$ cat config.mk
export PLATFORM = sky130hd
export DESIGN_NAME = rmis_exec
export DESIGN_NICKNAME = d
export VERILOG_FILES = /design/src/hw/rtl/rmis_pkg.sv /design/src/hw/rtl/rmis_exec.sv
export SDC_FILE = /design/constraint.sdc
export NUM_CORES = 2
export LEC_CHECK = 0
export BUFFER_PORTS_ARGS = -buffer_cell sky130_fd_sc_hd__buf_4
export CORE_UTILIZATION = 35
export DETAILED_ROUTE_END_ITERATION = 10
export PLACE_DENSITY = 0.59
export SYNTH_ARGS = -nofsm -noshare
export SYNTH_HDL_FRONTEND = slang
export SYNTH_SLANG_ARGS = --single-unit
$ cat constraint.sdc
create_clock -name clock -period 7.02 [get_ports clock]
set_input_delay 0.351 -clock clock [delete_from_list [all_inputs] [get_ports clock]]
set_output_delay 0.351 -clock clock [all_outputs]
set_load 0.1 [all_outputs]
$ cat src/hw/rtl/rmis_pkg.sv
// ----------------------------------------------------------------------------
// rmis_pkg
// Types, opcodes, status codes and cost constants of the instruction step.
// ----------------------------------------------------------------------------
`default_nettype none

package rmis_pkg;

   localparam int NUM_REGS     = 8;
   localparam int REG_IDX_BITS = 3;
   localparam int PLEN_BITS    = 17;
   localparam int COST_BITS    = 63;
   localparam int CSR_ADDR_BITS = 3;

   typedef logic [63:0]           word_type;
   typedef logic [4:0]            cmd_type;
   typedef logic [2:0]            status_type;
   typedef logic [6:0]            cost_inc_type;
   typedef logic [PLEN_BITS-1:0]  plen_type;

   localparam cmd_type OP_HALT   = 5'd0;
   localparam cmd_type OP_READ   = 5'd1;
   localparam cmd_type OP_WRITE  = 5'd2;
   localparam cmd_type OP_LOAD   = 5'd3;
   localparam cmd_type OP_STORE  = 5'd4;
   localparam cmd_type OP_RLOAD  = 5'd5;
   localparam cmd_type OP_RSTORE = 5'd6;
   localparam cmd_type OP_ADD    = 5'd7;
   localparam cmd_type OP_SUB    = 5'd8;
   localparam cmd_type OP_SWAP   = 5'd9;
   localparam cmd_type OP_RST    = 5'd10;
   localparam cmd_type OP_INC    = 5'd11;
   localparam cmd_type OP_DEC    = 5'd12;
   localparam cmd_type OP_SHL    = 5'd13;
   localparam cmd_type OP_SHR    = 5'd14;
   localparam cmd_type OP_JUMP   = 5'd15;
   localparam cmd_type OP_JPOS   = 5'd16;
   localparam cmd_type OP_JZERO  = 5'd17;
   localparam cmd_type OP_CALL   = 5'd18;
   localparam cmd_type OP_RET    = 5'd19;

   localparam status_type ST_OK       = 3'd0;
   localparam status_type ST_HALTED   = 3'd1;
   localparam status_type ST_BAD_PC   = 3'd2;
   localparam status_type ST_NO_INPUT = 3'd3;
   localparam status_type ST_BAD_ADDR = 3'd4;
   localparam status_type ST_BAD_OP   = 3'd5;

   localparam cost_inc_type COST_IO   = 7'd100;
   localparam cost_inc_type COST_MEM  = 7'd50;
   localparam cost_inc_type COST_ALU  = 7'd5;
   localparam cost_inc_type COST_BASE = 7'd1;

   localparam logic [COST_BITS-1:0] COST_MAX = {COST_BITS{1'b1}};

   localparam plen_type PLEN_RESET = 17'h10000;

   localparam logic CSR_IDX_PROGRAM_LENGTH = 1'b0;

   typedef struct packed {
      cmd_type            cmd;
      logic [31:0]        operand;
      logic signed [63:0] read_value;
      logic               read_available;
   } req_type;

   typedef struct packed {
      logic [15:0]          next_pc;
      logic signed [63:0]   accumulator;
      logic [COST_BITS-1:0] total_cost;
      status_type           status;
   } rsp_type;

   typedef struct packed {
      cmd_type                 cmd;
      logic [REG_IDX_BITS-1:0] x;
      status_type              status;
   } ctl_type;

endpackage

`default_nettype wire

$ cat src/hw/rtl/rmis_exec.sv
// ----------------------------------------------------------------------------
// rmis_exec
// Execute stage: register file, pc, cost counter, write-back and result
// register.
// ----------------------------------------------------------------------------
`default_nettype none

module rmis_exec #(
   parameter int MEM_ADDR_BITS = 16,
   parameter int PC_BITS       = 16
) (
   input  wire                                clock,
   input  wire                                reset,
   input  wire                                iss_valid,
   input  rmis_pkg::ctl_type                  iss_ctl,
   input  wire [MEM_ADDR_BITS-1:0]            iss_addr,
   input  wire [PC_BITS-1:0]                  iss_npc,
   input  rmis_pkg::word_type                 iss_read_value,
   output logic                               iss_done,
   input  rmis_pkg::word_type                 mem_rd_data,
   output logic                               mem_wr_en,
   output logic [MEM_ADDR_BITS-1:0]           mem_wr_addr,
   output rmis_pkg::word_type                 mem_wr_data,
   input  wire [rmis_pkg::REG_IDX_BITS-1:0]   rd_idx,
   output rmis_pkg::word_type                 rd_r0,
   output rmis_pkg::word_type                 rd_rx,
   output logic [PC_BITS-1:0]                 pc,
   output logic                               rsp_valid,
   input  wire                                rsp_stall,
   output rmis_pkg::rsp_type                  rsp_payload
);

   rmis_pkg::word_type                  regs_ff [rmis_pkg::NUM_REGS];
   rmis_pkg::word_type                  regs_in [rmis_pkg::NUM_REGS];
   logic [PC_BITS-1:0]                  pc_ff;
   logic [PC_BITS-1:0]                  pc_in;
   logic [rmis_pkg::COST_BITS-1:0]      cost_ff;
   logic [rmis_pkg::COST_BITS-1:0]      cost_in;
   logic                                rsp_valid_ff;
   logic                                rsp_valid_in;
   rmis_pkg::rsp_type                   rsp_payload_ff;
   rmis_pkg::rsp_type                   rsp_payload_in;
   logic                                fire;
   logic                                commit;
   rmis_pkg::word_type                  r0;
   rmis_pkg::word_type                  rx;
   logic                                x_wr;
   rmis_pkg::word_type                  x_val;
   logic                                r0_wr;
   rmis_pkg::word_type                  r0_val;
   logic                                mem_wr;
   rmis_pkg::cost_inc_type              cost_inc;
   rmis_pkg::word_type                  cost_sum;

   assign fire   = iss_valid & (~rsp_valid_ff | ~rsp_stall);
   assign commit = fire && (iss_ctl.status == rmis_pkg::ST_OK);
   assign r0     = regs_ff[0];
   assign rx     = regs_ff[iss_ctl.x];

   always_comb begin
      x_wr     = 1'b0;
      x_val    = rx;
      r0_wr    = 1'b0;
      r0_val   = r0;
      mem_wr   = 1'b0;
      cost_inc = rmis_pkg::COST_BASE;
      unique case (iss_ctl.cmd) inside
         rmis_pkg::OP_READ: begin
            r0_wr    = 1'b1;
            r0_val   = iss_read_value;
            cost_inc = rmis_pkg::COST_IO;
         end
         rmis_pkg::OP_WRITE: begin
            cost_inc = rmis_pkg::COST_IO;
         end
         rmis_pkg::OP_LOAD, rmis_pkg::OP_RLOAD: begin
            r0_wr    = 1'b1;
            r0_val   = mem_rd_data;
            cost_inc = rmis_pkg::COST_MEM;
         end
         rmis_pkg::OP_STORE, rmis_pkg::OP_RSTORE: begin
            mem_wr   = 1'b1;
            cost_inc = rmis_pkg::COST_MEM;
         end
         rmis_pkg::OP_ADD: begin
            r0_wr    = 1'b1;
            r0_val   = r0 + rx;
            cost_inc = rmis_pkg::COST_ALU;
         end
         rmis_pkg::OP_SUB: begin
            r0_wr    = 1'b1;
            r0_val   = ($signed(r0) >= $signed(rx)) ? (r0 - rx) : '0;
            cost_inc = rmis_pkg::COST_ALU;
         end
         rmis_pkg::OP_SWAP: begin
            x_wr     = 1'b1;
            x_val    = r0;
            r0_wr    = 1'b1;
            r0_val   = rx;
            cost_inc = rmis_pkg::COST_ALU;
         end
         rmis_pkg::OP_RST: begin
            x_wr  = 1'b1;
            x_val = '0;
         end
         rmis_pkg::OP_INC: begin
            x_wr  = 1'b1;
            x_val = rx + 64'd1;
         end
         rmis_pkg::OP_DEC: begin
            x_wr  = 1'b1;
            x_val = ((rx != '0) && !rx[63]) ? (rx - 64'd1) : rx;
         end
         rmis_pkg::OP_SHL: begin
            x_wr  = 1'b1;
            x_val = {rx[62:0], 1'b0};
         end
         rmis_pkg::OP_SHR: begin
            x_wr  = 1'b1;
            x_val = {rx[63], rx[63:1]};
         end
         rmis_pkg::OP_CALL: begin
            r0_wr  = 1'b1;
            r0_val = 64'(pc_ff) + 64'd1;
         end
         default: begin
         end
      endcase
   end

   always_comb begin
      for (int i = 0; i < rmis_pkg::NUM_REGS; i++) begin
         regs_in[i] = regs_ff[i];
         if (commit && x_wr && (iss_ctl.x == rmis_pkg::REG_IDX_BITS'(i))) begin
            regs_in[i] = x_val;
         end
      end
      if (commit && r0_wr) begin
         regs_in[0] = r0_val;
      end
   end

   assign cost_sum = {1'b0, cost_ff} + 64'(cost_inc);

   always_comb begin
      pc_in   = pc_ff;
      cost_in = cost_ff;
      if (commit) begin
         pc_in   = iss_npc;
         cost_in = cost_sum[63] ? rmis_pkg::COST_MAX : cost_sum[rmis_pkg::COST_BITS-1:0];
      end
   end

   always_comb begin
      rsp_payload_in.next_pc     = 16'(pc_in);
      rsp_payload_in.accumulator = regs_in[0];
      rsp_payload_in.total_cost  = cost_in;
      rsp_payload_in.status      = iss_ctl.status;
   end

   always_comb begin
      rsp_valid_in = rsp_valid_ff & rsp_stall;
      if (fire) begin
         rsp_valid_in = 1'b1;
      end
   end

   always_ff @(posedge clock) begin
      if (reset) begin
         for (int i = 0; i < rmis_pkg::NUM_REGS; i++) begin
            regs_ff[i] <= '0;
         end
         pc_ff        <= '0;
         cost_ff      <= '0;
         rsp_valid_ff <= 1'b0;
      end else begin
         regs_ff      <= regs_in;
         pc_ff        <= pc_in;
         cost_ff      <= cost_in;
         rsp_valid_ff <= rsp_valid_in;
      end
   end

   always_ff @(posedge clock) begin
      if (fire) begin
         rsp_payload_ff <= rsp_payload_in;
      end
   end

   assign iss_done    = fire;
   assign mem_wr_en   = commit & mem_wr;
   assign mem_wr_addr = iss_addr;
   assign mem_wr_data = r0;
   assign rd_r0       = regs_ff[0];
   assign rd_rx       = regs_ff[rd_idx];
   assign pc          = pc_ff;
   assign rsp_valid   = rsp_valid_ff;
   assign rsp_payload = rsp_payload_ff;

endmodule

`default_nettype wire

==> results.md <==
Drt:
- The DRC violations left is 0.
- The total wire length after detailed routing is 306000 um.
- The post-detailed-route count of antenna-violating nets is 0.
- The routed length per placed instance is 34.7 um.
- The number of detailed-route iterations in the first pass is 10.
- The violation count after the first detailed-route iteration is 8983.
- The total number of vias is 58.5k.
- Using the TritonRoute via totals, the vias-per-cell ratio works out to 6.63.

Timing:
- Setup repair after global routing left no endpoint under its margin.
- Clock skew on the completed layout was measured at 0.0552 ns.
- The post-route fraction of the period consumed by the critical path is 0.954.
- The maximum clock frequency is 149 MHz.
- The worst pin sits at a relative slew slack of 0.113.
- The worst setup slack after layout is 0.324 ns.
- The final critical-path required period is 6.70 ns.
- The total count of hold-check failures in the final report is 0.
- The number of slew-limit violations in the final report is 0.
- In the final timing run, aggregate negative setup slack is 0 ns.
- Setup violations remaining at the end of the flow were counted as 0.
- The worst-margin pin slew is 1.33 ns.

Logic synthesis:
- The post-synth design cell area is 53300 um^2.
- Counting distinct cell types in the post-synthesis netlist gives 126.
- Yosys mapped a number of flops with a built-in enable equal to 146.
- The share of synthesized registers carrying an async set or reset is 0.
- The post-synthesis sequential area ratio is 0.305.
- Among all flip-flop cells after synthesis, the most frequent one is sky130_fd_sc_hd__dfxtp_1.
- The net count after synthesis is 6662.
- The post-synthesis area per instance is 8.40 um^2.
- Counting flops and latches in the post-synthesis netlist gives 738.
- The number of instances in the synthesized netlist is 6344.
- The count of warnings emitted by yosys is 0.

Placed design:
- The post-DP HPWL is 230000 um.
- Routability-driven placement finished with a final weighted congestion of 1.06.
- The worst slack at placement is -0.0284 ns.
- Buffers placed on the I/O ports in this run total 518.

Floorplanning:
- The region available for standard cell placement spans 150000 um^2.
- The die width is 392 um.
- The initial core utilization is 0.354.
- The number of top-level pins is 551.
- In this run the core area contains 142 standard-cell rows.
- The overall die height is 392 um.
- The die area is 154000 um^2.

Pwr:
- For this design the ratio of total power to cell area is 183 nW/um^2.
- Of the total power, the share spent switching nets is 0.325.
- The share of total power dissipated in combinational logic is 0.184.
- In this run the static leakage power is 24.2 nW.
- Summed over all nets, the switching power comes to 0.00374 W.
- The internal cell power is 0.00777 W.
- Of the total power, the clock network draws 0.432.
- The share of total power in sequential cells is 0.384.
- The worst voltage drop across the vdd grid is 0.213 mV.
- The post-route total power is 0.0115 W.

GRT:
- The initial antenna violation count is 23.
- The number of global-route vias before repair is 53.0k.
- The pin count of the biggest net entering global routing is 207.
- The first global-routing pass estimated 419000 um of wire.
- The overall track demand over capacity in global routing is 0.382.
- Summed over all layers, the global routing overflow is 0.

Clocking:
- The TritonCTS clock tree is yes.
- The number of buffers inserted during clock tree synthesis is 88.
- In this run the number of H-tree levels came out at 3.
- CTS saw 738 sinks.
- The clock transition time at the flip-flop clock pins of the worst setup and hold paths is 0.06 ns.
- The clock tree buffer depth is 3.
- The tree is rooted in a sky130_fd_sc_hd__clkbuf_16.
- The later pin in the worst-skew pair is clocked with a latency of 0.75 ns.

Worst setup path:
- Of all nets on the critical path, the largest fanout is 28.
- The endpoint class of the critical path is a flip-flop.
- STA puts the critical path data required time at 7.47 ns.
- The worst path arrival time is 7.15 ns.
- By startpoint and endpoint, the worst setup path is classified as in2reg.
- STA classifies the critical path startpoint as a primary input.

Flow run:
- Max-cap violations in this run came to 0.

Final layout:
- Leaving out fill and tap cells, the most frequent cell in the layout is sky130_fd_sc_hd__nand2_1.
- In the final design database the tool counted 7054 nets.
- The share of cells above drive strength 1 is 0.229.
- The layout-stage area growth over the synthesis result is 18.4%.
- The end-of-flow core utilization is 0.419.
- The top cell types in the final layout, fill and taps aside, are 945 x sky130_fd_sc_hd__nand2_1, 939 x sky130_fd_sc_hd__buf_4, 640 x sky130_fd_sc_hd__a21oi_1.

Worst hold path:
- The type of the worst min-delay path is in2reg.

Status:
- The run finished with clean final reports.
-- power groups by stage --
stage / clock (W) / combinational [W] / sequential, W
2_1_floorplan: 0 / 0.000966 / 0.00483
3_3_place_gp: 0 / 0.00203 / 0.00452
3_5_place_dp: 0 / 0.00202 / 0.00452
4_1_cts: 0.00499 / 0.00204 / 0.00442
5_1_grt: 0.00516 / 0.00216 / 0.00443
6_report: 0.00497 / 0.00212 / 0.00443
-- worst max-delay path, stage by stage --
cell and delay, ns:
sky130_fd_sc_hd__buf_4 0.38, sky130_fd_sc_hd__buf_4 0.44, sky130_fd_sc_hd__nand2_1 0.49, sky130_fd_sc_hd__o221ai_1 0.85
sky130_fd_sc_hd__ha_1 0.42, sky130_fd_sc_hd__inv_1 0.14, sky130_fd_sc_hd__o311ai_0 0.93, sky130_fd_sc_hd__nand4_1 0.35
sky130_fd_sc_hd__a211oi_1 0.85, sky130_fd_sc_hd__nor4_1 0.21, sky130_fd_sc_hd__nor4_1 0.43, sky130_fd_sc_hd__nor3_1 0.08
sky130_fd_sc_hd__buf_4 0.17, sky130_fd_sc_hd__o31ai_1 0.37, sky130_fd_sc_hd__xor2_1 0.12, sky130_fd_sc_hd__a221oi_1 0.42
sky130_fd_sc_hd__nor2_1 0.08
-- cell families (layout without fill, tap and decap cells) --
logic type                 after synthesis  count (layout)  share of synthesized area
AOI/OAI and AO/OA                     1986            1986                      0.254
xor gates and xnor gates               108             108                     0.0178
adders and majority gates              140             140                     0.0333
buffers and inverters                  840            1302                     0.0779
DFF                                    738             738                      0.305
muxes                                  406             406                      0.126
other                                    0               6                          0
and+or+nand+nor                       2126            2126                      0.186
-- area by class of cell --
cell class | instances | area [um^2]
Clock buffer | 119 | 2520
Timing Repair Buffer | 975 | 7530
Antenna cell | 6 | 15.0
Sequential cell | 738 | 16200
Tap cell | 2016 | 2520
Fill cell | 15117 | 87400
Clock inverter | 41 | 527
Multi-Input combinational cell | 4766 | 33100
Inverter | 167 | 641
-- worst paths after layout --
kind | to | from | slack, ns | depth (start not counted)
worst min register to register | regs_ff[232]$_SDFFE_PP0P_ | regs_ff[232]$_SDFFE_PP0P_ | 0.46 | 2
worst min-delay path | mem_wr_data[49]$_SDFF_PP0_ | iss_read_value[49] | 0.11 | 5
worst max-delay path | rsp_payload[124]$_DFFE_PP_ | iss_ctl[5] | 0.32 | 17
worst max register to register | rsp_payload[124]$_DFFE_PP_ | mem_wr_data[4]$_SDFF_PP0_ | 0.47 | 15
-- cell usage after synthesis, drive strengths merged, types with 77 or more instances --
cell    instances  area share
a211oi        110       0.016
a21oi         642       0.060
and2           77      0.0091
buf           283       0.038
clkbuf        388       0.027
dfxtp         592        0.22
edfxtp        146       0.082
ha            137       0.032
inv           153       0.011
mux2          104       0.022
mux2i         105       0.021
mux4          197       0.084
nand2         954       0.067
nand3         185       0.018
nand4          89       0.011
nor2          381       0.027
nor3          138       0.014
o21ai         237       0.023
o221ai         82       0.014
o22ai         160       0.019
-- routing by layer --
metal | up-vias | global-route usage | routed length (um)
met5 | - | 0 | 95
met4 | 14 | 0.157 | 14700
met3 | 674 | 0.141 | 42000
met2 | 4212 | 0.539 | 125000
met1 | 29059 | 0.519 | 125000
li1 | 24548 | - | -
-- state kept, by name, indices dropped and copies added, names as in the netlist --
signal       count
pc              16
regs_ff        448
rsp_payload    146
rsp_valid        1
mem_wr_data     64
cost_ff         63
-- metrics by stage --
| step | hold WS [ns] | instances | cell area, um^2 |
|---|---|---|---|
| after floorplan | 0.437 | 6344 | 53300 |
| after global placement | 0.447 | 8641 | 59800 |
| after detailed placement | 0.456 | 8641 | 59800 |
| after CTS | 0.0779 | 8822 | 63000 |
| after global routing | 0.0985 | 8823 | 63000 |
| final | 0.112 | 8828 | 63100 |
-- what timing repair did --
item	in CTS	in global routing
resized for setup	0	0
buffers inserted	0	0
hold endpoints to repair	36	0
hold buffers	21	0
No activity file was read; power rests on OpenSTA's default activity.
