### src/hw/rtl/rmis_pkg.sv
// ----------------------------------------------------------------------------
// rmis_pkg
// Types, opcodes, status codes and cost constants of the instruction step.
// ----------------------------------------------------------------------------
`default_nettype none

package rmis_pkg;

   localparam int NUM_REGS     = 8;
   localparam int REG_IDX_BITS = 3;
   localparam int PLEN_BITS    = 17;
   localparam int COST_BITS    = 63;
   localparam int CSR_ADDR_BITS = 3;

   typedef logic [63:0]           word_type;
   typedef logic [4:0]            cmd_type;
   typedef logic [2:0]            status_type;
   typedef logic [6:0]            cost_inc_type;
   typedef logic [PLEN_BITS-1:0]  plen_type;

   localparam cmd_type OP_HALT   = 5'd0;
   localparam cmd_type OP_READ   = 5'd1;
   localparam cmd_type OP_WRITE  = 5'd2;
   localparam cmd_type OP_LOAD   = 5'd3;
   localparam cmd_type OP_STORE  = 5'd4;
   localparam cmd_type OP_RLOAD  = 5'd5;
   localparam cmd_type OP_RSTORE = 5'd6;
   localparam cmd_type OP_ADD    = 5'd7;
   localparam cmd_type OP_SUB    = 5'd8;
   localparam cmd_type OP_SWAP   = 5'd9;
   localparam cmd_type OP_RST    = 5'd10;
   localparam cmd_type OP_INC    = 5'd11;
   localparam cmd_type OP_DEC    = 5'd12;
   localparam cmd_type OP_SHL    = 5'd13;
   localparam cmd_type OP_SHR    = 5'd14;
   localparam cmd_type OP_JUMP   = 5'd15;
   localparam cmd_type OP_JPOS   = 5'd16;
   localparam cmd_type OP_JZERO  = 5'd17;
   localparam cmd_type OP_CALL   = 5'd18;
   localparam cmd_type OP_RET    = 5'd19;

   localparam status_type ST_OK       = 3'd0;
   localparam status_type ST_HALTED   = 3'd1;
   localparam status_type ST_BAD_PC   = 3'd2;
   localparam status_type ST_NO_INPUT = 3'd3;
   localparam status_type ST_BAD_ADDR = 3'd4;
   localparam status_type ST_BAD_OP   = 3'd5;

   localparam cost_inc_type COST_IO   = 7'd100;
   localparam cost_inc_type COST_MEM  = 7'd50;
   localparam cost_inc_type COST_ALU  = 7'd5;
   localparam cost_inc_type COST_BASE = 7'd1;

   localparam logic [COST_BITS-1:0] COST_MAX = {COST_BITS{1'b1}};

   localparam plen_type PLEN_RESET = 17'h10000;

   localparam logic CSR_IDX_PROGRAM_LENGTH = 1'b0;

   typedef struct packed {
      cmd_type            cmd;
      logic [31:0]        operand;
      logic signed [63:0] read_value;
      logic               read_available;
   } req_type;

   typedef struct packed {
      logic [15:0]          next_pc;
      logic signed [63:0]   accumulator;
      logic [COST_BITS-1:0] total_cost;
      status_type           status;
   } rsp_type;

   typedef struct packed {
      cmd_type                 cmd;
      logic [REG_IDX_BITS-1:0] x;
      status_type              status;
   } ctl_type;

endpackage

`default_nettype wire

### src/hw/rtl/rmis_issue.sv
// ----------------------------------------------------------------------------
// rmis_issue
// Issue stage: fault checks, next pc, memory address and read launch.
// ----------------------------------------------------------------------------
`default_nettype none

module rmis_issue #(
   parameter int MEM_ADDR_BITS = 16,
   parameter int PC_BITS       = 16
) (
   input  wire                                clock,
   input  wire                                reset,
   input  wire                                req_valid,
   output logic                               req_stall,
   input  rmis_pkg::req_type                  req_payload,
   input  wire                                mem_busy,
   input  wire [PC_BITS-1:0]                  pc,
   input  rmis_pkg::plen_type                 program_length,
   input  rmis_pkg::word_type                 rd_r0,
   input  rmis_pkg::word_type                 rd_rx,
   output logic [rmis_pkg::REG_IDX_BITS-1:0]  rd_idx,
   input  wire                                iss_done,
   output logic                               iss_valid,
   output rmis_pkg::ctl_type                  iss_ctl,
   output logic [MEM_ADDR_BITS-1:0]           iss_addr,
   output logic [PC_BITS-1:0]                 iss_npc,
   output rmis_pkg::word_type                 iss_read_value,
   output logic                               mem_rd_en,
   output logic [MEM_ADDR_BITS-1:0]           mem_rd_addr
);

   logic                       accept;
   logic                       iss_valid_ff;
   logic                       iss_valid_in;
   rmis_pkg::ctl_type          ctl_ff;
   rmis_pkg::ctl_type          ctl_in;
   logic [MEM_ADDR_BITS-1:0]   addr_ff;
   logic [MEM_ADDR_BITS-1:0]   addr_in;
   logic [PC_BITS-1:0]         npc_ff;
   rmis_pkg::word_type         read_value_ff;
   rmis_pkg::word_type         target;
   rmis_pkg::word_type         seq_pc;
   rmis_pkg::word_type         limit;
   rmis_pkg::cmd_type          cmd;
   logic [31:0]                operand;
   logic                       r0_pos;
   logic                       pc_bad;
   logic                       target_bad;
   logic                       is_direct;
   logic                       is_indirect;
   logic                       addr_bad;

   assign cmd     = req_payload.cmd;
   assign operand = req_payload.operand;
   assign rd_idx  = operand[rmis_pkg::REG_IDX_BITS-1:0];

   assign req_stall = iss_valid_ff | mem_busy;
   assign accept    = req_valid & ~req_stall;

   assign seq_pc = 64'(pc) + 64'd1;
   assign limit  = 64'(program_length);
   assign r0_pos = (rd_r0 != '0) && !rd_r0[63];

   always_comb begin
      unique case (cmd) inside
         rmis_pkg::OP_JUMP, rmis_pkg::OP_CALL: target = 64'(operand);
         rmis_pkg::OP_JPOS:  target = r0_pos ? 64'(operand) : seq_pc;
         rmis_pkg::OP_JZERO: target = (rd_r0 == '0) ? 64'(operand) : seq_pc;
         rmis_pkg::OP_RET:   target = rd_r0;
         default:            target = seq_pc;
      endcase
   end

   assign pc_bad      = 64'(pc) >= limit;
   assign target_bad  = (|target[63:PC_BITS]) || (target >= limit);
   assign is_direct   = (cmd == rmis_pkg::OP_LOAD) || (cmd == rmis_pkg::OP_STORE);
   assign is_indirect = (cmd == rmis_pkg::OP_RLOAD) || (cmd == rmis_pkg::OP_RSTORE);
   assign addr_bad    = (is_direct && (|operand[31:MEM_ADDR_BITS]))
                     || (is_indirect && (|rd_rx[63:MEM_ADDR_BITS]));
   assign addr_in     = is_indirect ? rd_rx[MEM_ADDR_BITS-1:0]
                                    : operand[MEM_ADDR_BITS-1:0];

   always_comb begin
      ctl_in.cmd = cmd;
      ctl_in.x   = rd_idx;
      if (pc_bad) begin
         ctl_in.status = rmis_pkg::ST_BAD_PC;
      end else if (cmd > rmis_pkg::OP_RET) begin
         ctl_in.status = rmis_pkg::ST_BAD_OP;
      end else if (cmd == rmis_pkg::OP_HALT) begin
         ctl_in.status = rmis_pkg::ST_HALTED;
      end else if ((cmd == rmis_pkg::OP_READ) && !req_payload.read_available) begin
         ctl_in.status = rmis_pkg::ST_NO_INPUT;
      end else if (addr_bad) begin
         ctl_in.status = rmis_pkg::ST_BAD_ADDR;
      end else if (target_bad) begin
         ctl_in.status = rmis_pkg::ST_BAD_PC;
      end else begin
         ctl_in.status = rmis_pkg::ST_OK;
      end
   end

   always_comb begin
      iss_valid_in = iss_valid_ff;
      if (accept) begin
         iss_valid_in = 1'b1;
      end else if (iss_done) begin
         iss_valid_in = 1'b0;
      end
   end

   always_ff @(posedge clock) begin
      if (reset) begin
         iss_valid_ff <= 1'b0;
      end else begin
         iss_valid_ff <= iss_valid_in;
      end
   end

   always_ff @(posedge clock) begin
      if (accept) begin
         ctl_ff        <= ctl_in;
         addr_ff       <= addr_in;
         npc_ff        <= target[PC_BITS-1:0];
         read_value_ff <= req_payload.read_value;
      end
   end

   assign iss_valid      = iss_valid_ff;
   assign iss_ctl        = ctl_ff;
   assign iss_addr       = addr_ff;
   assign iss_npc        = npc_ff;
   assign iss_read_value = read_value_ff;
   assign mem_rd_en      = accept;
   assign mem_rd_addr    = addr_in;

endmodule

`default_nettype wire

### config.mk
export PLATFORM = sky130hd
export DESIGN_NAME = rmis_issue
export DESIGN_NICKNAME = d
export VERILOG_FILES = /design/src/hw/rtl/rmis_pkg.sv /design/src/hw/rtl/rmis_issue.sv
export SDC_FILE = /design/constraint.sdc
export NUM_CORES = 1
export LEC_CHECK = 0
export CAP_MARGIN = 30
export CORE_AREA = 2 2 155 157
export DETAILED_ROUTE_END_ITERATION = 10
export DIE_AREA = 0 0 157 159
export DONT_BUFFER_PORTS = 1
export SYNTH_ARGS = -nofsm -noshare
export SYNTH_HDL_FRONTEND = slang
export SYNTH_SLANG_ARGS = --single-unit
### constraint.sdc
create_clock -name clock -period 16 [get_ports clock]
set_input_delay 2.4 -clock clock [delete_from_list [all_inputs] [get_ports clock]]
set_output_delay 2.4 -clock clock [all_outputs]
set_load 0.01 [all_outputs]
==> impl_metrics.csv, run 1 <==
group,metric,value,unit
synth,synth.area.top_cells,"edfxtp_1 60%, ha_1 8.0%, nor4_1 3.3%",
synth,async_flop_share,0,
power,power_density,103,nW/um2
synth,syn_nets,699,
clock_network,clock_latency,0.36,ns
floorplanning,placementRows,56,
clock_network,cts_tree,"built",
global_route,grt_pass1_wl,25800,um
place,hpwl,16200,um
synth,netlist_instances,397,
sta,setup_viol,0,
synth,yosysWarningCount,0,
critical_path,worstPathRequired,13.60,ns
drt,wl,19000,um
sta,tns,0,ns
sta,finClkSkew,0.0160,ns
place,place_congestion,0.875,
critical_path,r2r_start,"iss_valid",
critical_path,cp_slowest_cell,"or4b_1",
sta,rsz0062_at_grt,"false",
synth,synth_top_area_frac,0.603,
synth,avgSynthCellArea,13.4,um2
synth,synth_enable_flop_cells,107,
power,power,621,uW
clock_network,post_cts_resized,0,
sta,fin_ws,9.56,ns
clock_network,htreeDepth,3,
sta,slew_viol_final,0,
synth,synth_cell_types,52,
synth,synth_ff_type,"edfxtp_1",
critical_path,crit_type,"in2out",
drt,vias,3660,
drt,firstDrtPassIters,4,
global_route,grt-ovfl-total,0,
drt,drt_iter0_markers,325,
power,swShare,0.257,
place,pre_cts_ws,9.27,ns
cells_and_area,drive_gt1_frac,0.0941,
global_route,track_usage,0.144,
critical_path,worstPathMaxFanout,12,
min_path,min_path_cells,2,
run_status,outcome,"finished, final reports clean",
cells_and_area,diodes,0,
synth,synth_commonest_cells,"107 x edfxtp_1, 34 x ha_1, 28 x nor4_1",
synth,yosysSeqAreaShare,0.606,
power,internal-power,461,uW
floorplanning,start_util,0.230,
sta,fin_crit,6.44,ns
cells_and_area,multi_input_area,1930,um2
clock_network,cts_inserted_buffers,9,
cells_and_area,fillers,2342,
min_path,min-delay-start,"iss_valid",
drt,route.detailed.drc,0,
min_path,min_to,"iss_valid",
floorplanning,dieArea,25000,um2
synth,netlist_area,5330,um2
clock_network,cts.sinks,108,
sta,tightest_slew,0.893,ns
critical_path,crit_path_max_incr_delay,0.82,ns
floorplanning,core_region_area,23200,um2
global_route,grt_max_degree,76,
critical_path,r2r_cells,4,
critical_path,cp_data_arrival_time,4.04,ns
drt,via_per_inst,5.06,
sta,fmax,155,MHz
critical_path,reg2reg_slack,13.42,ns
global_route,grt_pass1_vias,3778,
power,p_clk_frac,0.368,
critical_path,crit_chain,"xnor2_1 > or4b_1 > buf_8 > mux2_1",
clock_network,clkTransAtPathRegs,0.07,ns
critical_path,critPathCaptureType,"output port",
clock_network,clockRootBuffer,"clkbuf_16",
drt,ant_nets,0,
power,p_sw,159,uW
sta,maxSlewHeadroom,0.405,
floorplanning,io_pins,397,
critical_path,start_kind,"primary input",
cells_and_area,postLayoutCellArea,6000,um2
place,dpl_cell_area,5680,um2
power,p_seq_frac,0.550,
clock_network,cts_buffer_depth,2,
min_path,hp-class,"reg2reg",
power,ir_worst_vdd,41.5,uV
clock_network,cts_hold_buf,0,
global_route,antenna_found_initial,1,
place,io_buffers,0,
power,combPwrFrac,0.082,
cells_and_area,final_nets,701,
synth,synth_top_area_cell,"edfxtp_1",
critical_path,r2r-end,"iss_ctl[4]",
sta,fin_crit_sh,0.402,
synth,yosysMostFrequentCell,"edfxtp_1",
drt,wl_per_cell,26.3,um
synth,synth-seq-cells,108,
cells_and_area,seq_area,3230,um2
cells_and_area,area_growth,12.6,%
power,leakage,1.98,nW
clock_network,cts_setup_buffers,0,
flow_run,maxCapViolCount,0,
cells_and_area,fin_util,0.259,
floorplanning,fp.dieW,157,um
floorplanning,die_y,159,um
sta,hold_viol,0,
-- cell type report --
class | instances | share of cell area
clock inverters | 7 | 0.0152
flip-flops and latches | 108 | 0.539
multi-input cells | 253 | 0.321
inverters | 23 | 0.0144
well taps | 319 | 0.0665
clock buffers | 9 | 0.0375
repair buffers | 4 | 0.00626
-- registers in the layout, summed over array words and instances, names as in the netlist --
name	cells
iss_valid	1
iss_read_value	64
iss_addr	16
iss_ctl	11
iss_npc	16
-- critical path: cells and delay by family --
| family | cells | cell delay, ns |
|---|---|---|
| simple gates | 1 | 0.82 |
| mux | 1 | 0.40 |
| buf+inv | 1 | 0.28 |
| xor+xnor | 1 | 0.12 |
-- cells in the final DEF (no fill, tap or decap), drive strengths merged, types with 2 or more instances in the layout --
cell	Yosys	layout
inv	23	26
buf	10	4
o221ai	2	2
and2	3	3
o21a	2	2
nand3	10	10
o21ai	27	27
nand2	8	8
and3	7	7
a21o	5	5
nand2b	3	3
clkinv	0	4
nor2	13	13
ha	34	34
clkbuf	3	9
and4	2	2
nor3	9	9
nand4	15	15
a211o	2	2
or2	2	2
a2111oi	2	2
a22oi	16	16
nor2b	4	4
a211oi	2	2
edfxtp	107	107
xor2	10	10
a21oi	11	11
xnor2	5	5
nor4	31	31
o2111ai	2	2
mux2	16	16
-- how the worst max path moves through the flow --
stage,slack (ns),startpoint,to,cells past startpoint
after detailed placement,9.27,rd_r0[10],iss_ctl[1],15
after CTS,9.56,req_payload[97],mem_rd_addr[10],4
after global placement,9.35,rd_r0[10],iss_ctl[1],15
after floorplan,6.27,mem_busy,mem_rd_en,2
after global routing,9.40,rd_r0[10],iss_ctl[1],15
final,9.56,req_payload[97],mem_rd_addr[14],4
-- through the flow --
step	instances	hold slack [ns]
after global placement	705	0.570
after CTS	722	0.598
after detailed placement	706	0.585
after floorplan	397	0.533
final	723	0.592
after global routing	723	0.643
-- kinds of logic (layout without fill, tap and decap cells) --
family                   Yosys count  after routing  share of synthesized area
multiplexers                      16             16                     0.0338
AO/OA/AOI/OAI                     78             78                     0.0988
buffers and inverters             36             43                     0.0333
AND/OR/NAND/NOR                  110            110                      0.123
adder cells (fa/ha/maj)           34             34                     0.0798
flip-flops                       108            108                      0.606
XOR/XNOR                          15             15                     0.0246
-- per-layer routing --
layer / share of wire / up-vias / global-route usage
met5: 0 / - / 0
met4: 0.026 / 0 / 0.0559
met3: 0.13 / 25 / 0.0746
met2: 0.48 / 266 / 0.236
met1: 0.37 / 1795 / 0.158
li1: - / 1574 / -
-- power by group through the flow --
stage / logic (mW) / clock network [mW] / registers [mW]
floorplan: 0.0400 / 0 / 0.346
finish: 0.0509 / 0.228 / 0.341
detailed placement: 0.0508 / 0 / 0.348
CTS: 0.0511 / 0.241 / 0.342
global placement: 0.0486 / 0 / 0.348
global route: 0.0576 / 0.250 / 0.343
Power figures use the tool's default switching activity.
==> run 2: changes to the inputs <==
==> constraint.sdc (replaced) <==
create_clock -name clock -period 6.7 [get_ports clock]
set_input_delay 1.005 -clock clock [delete_from_list [all_inputs] [get_ports clock]]
set_output_delay 1.005 -clock clock [all_outputs]
set_load 0.01 [all_outputs]
==> run 2 against run 1 <==
  * Register-to-register slack worse by 9.1 ns
  * Routed wire length up 3.1%
  * Clock skew down 0.0033 ns
  * Power up 140%
  * Via count about the same
  * Setup slack worse by 7.6 ns
  * Final cell count up 0.14%
  * Largest power group unchanged
==> impl_metrics.csv, run 2 (synthesis gave the netlist of run 1 again) <==
group,metric,value,unit
global_route,track_usage,0.148,
global_route,grt_pass1_vias,3785,
clock_network,clock_latency,0.36,ns
power,combPwrFrac,0.083,
power,p_sw,379,uW
sta,fin_crit_sh,0.706,
clock_network,cts.sinks,108,
power,leakage,1.98,nW
clock_network,cts_setup_buffers,0,
power,swShare,0.256,
place,place_congestion,0.826,
critical_path,worstPathMaxFanout,16,
power,p_seq_frac,0.550,
cells_and_area,final_cell_mix,"107 x edfxtp_1, 34 x ha_1, 28 x nor4_1",
critical_path,crit_path_max_incr_delay,0.54,ns
clock_network,htreeDepth,3,
power,ir_worst_vdd,117,uV
critical_path,reg2reg_slack,4.35,ns
floorplanning,core_region_area,23200,um2
critical_path,start_kind,"primary input",
drt,route.detailed.drc,0,
critical_path,critPathCaptureType,"register",
floorplanning,dieArea,25000,um2
floorplanning,start_util,0.230,
flow_run,maxCapViolCount,0,
global_route,grt-ovfl-total,0,
drt,wl,19600,um
global_route,antenna_found_initial,0,
drt,firstDrtPassIters,5,
place,io_buffers,0,
clock_network,post_cts_resized,0,
clock_network,clockRootBuffer,"clkbuf_16",
floorplanning,io_pins,397,
drt,vias,3662,
sta,fin_crit,4.73,ns
power,internal-power,1.10,mW
sta,hold_viol,0,
cells_and_area,layout_commonest_cell,"edfxtp_1",
clock_network,cts_buffer_depth,2,
power,p_clk_frac,0.367,
global_route,grt_max_degree,58,
min_path,hp-class,"reg2reg",
clock_network,clkTransAtPathRegs,0.08,ns
floorplanning,placementRows,56,
critical_path,crit_chain,"nor4_1 > nand4_1 > nor4_2 > a21bo_2 > and2_1 > a22oi_1 > o21a_1 > ha_1 > nand2b_1 > a2111oi_0 > a211o_1 > a21oi_1 > o221ai_1 > a21oi_1 > a211o_1",
place,hpwl,16700,um
sta,tightest_slew,0.694,ns
run_status,outcome,"finished, final reports clean",
sta,finClkSkew,0.0126,ns
critical_path,cp_data_arrival_time,4.84,ns
floorplanning,fp.dieW,157,um
clock_network,cts_inserted_buffers,9,
cells_and_area,area_growth,12.6,%
critical_path,crit_type,"in2reg",
sta,setup_viol,0,
drt,drt_iter0_markers,296,
cells_and_area,drive_gt1_frac,0.0941,
global_route,grt_pass1_wl,26300,um
drt,ant_nets,0,
cells_and_area,final_nets,701,
sta,fmax,212,MHz
sta,rsz0062_at_grt,"false",
critical_path,worstPathRequired,6.81,ns
drt,via_per_inst,5.06,
sta,slew_viol_final,0,
clock_network,cts_tree,"built",
floorplanning,die_y,159,um
sta,tns,0,ns
clock_network,cts_hold_buf,0,
power,power_density,247,nW/um2
sta,maxSlewHeadroom,0.537,
cells_and_area,largest_reg_flops,64,
critical_path,cp_slowest_cell,"and2_1",
drt,wl_per_cell,27.0,um
power,power,1.48,mW
-- run 2: path summary, 6_finish.rpt --
check	start	to	depth (start not counted)
hold reg to reg	iss_valid	iss_valid	2
hold / removal	iss_valid	iss_valid	2
setup reg to reg	iss_valid	iss_read_value[38]	3
setup / recovery	rd_r0[10]	iss_ctl[1]	15
-- run 2: critical path, delay by kind of cell --
family / cells / cell delay, ns
AO/OA/AOI/OAI: 9 / 1.83
adder cells (fa/ha/maj): 1 / 0.27
AND/OR/NAND/NOR: 5 / 1.73
-- run 2: power groups by stage --
| stage | Combinational [mW] | Clock (mW) | Sequential [mW] |
|---|---|---|---|
| after global placement | 0.117 | 0 | 0.830 |
| after global routing | 0.139 | 0.585 | 0.817 |
| after detailed placement | 0.123 | 0 | 0.830 |
| final | 0.123 | 0.543 | 0.814 |
| after floorplan | 0.0957 | 0 | 0.824 |
| after CTS | 0.124 | 0.562 | 0.815 |
-- run 2: final cells by class --
cell class                 instances  area, um2
antenna                            1       2.50
clock buffer                       9        225
clock inverter                     7       91.3
fill                            2374      17200
inverter                          23       86.3
multi-input combinational        253       1930
sequential                       108       3230
tap                              319        399
timing repair buffer               4       37.5
-- run 2: per-layer routing --
metal | up-vias | share of wire | GRT usage
li1 | 1574 | - | -
met1 | 1800 | 0.37 | 0.159
met2 | 258 | 0.49 | 0.254
met3 | 30 | 0.11 | 0.0621
met4 | 0 | 0.027 | 0.0601
met5 | - | 0 | 0
-- run 2: per-stage QoR --
step	cell area [um2]	util	std cells	setup WS [ns]	hold slack, ns
2_1_floorplan	5330	-	397	1.54	0.533
3_3_place_gp	5660	0.244	705	1.37	0.603
3_5_place_dp	5670	0.244	706	1.40	0.609
4_1_cts	5990	0.258	722	1.77	0.623
5_1_grt	6000	0.259	723	1.68	0.675
6_report	6000	0.259	724	1.97	0.622
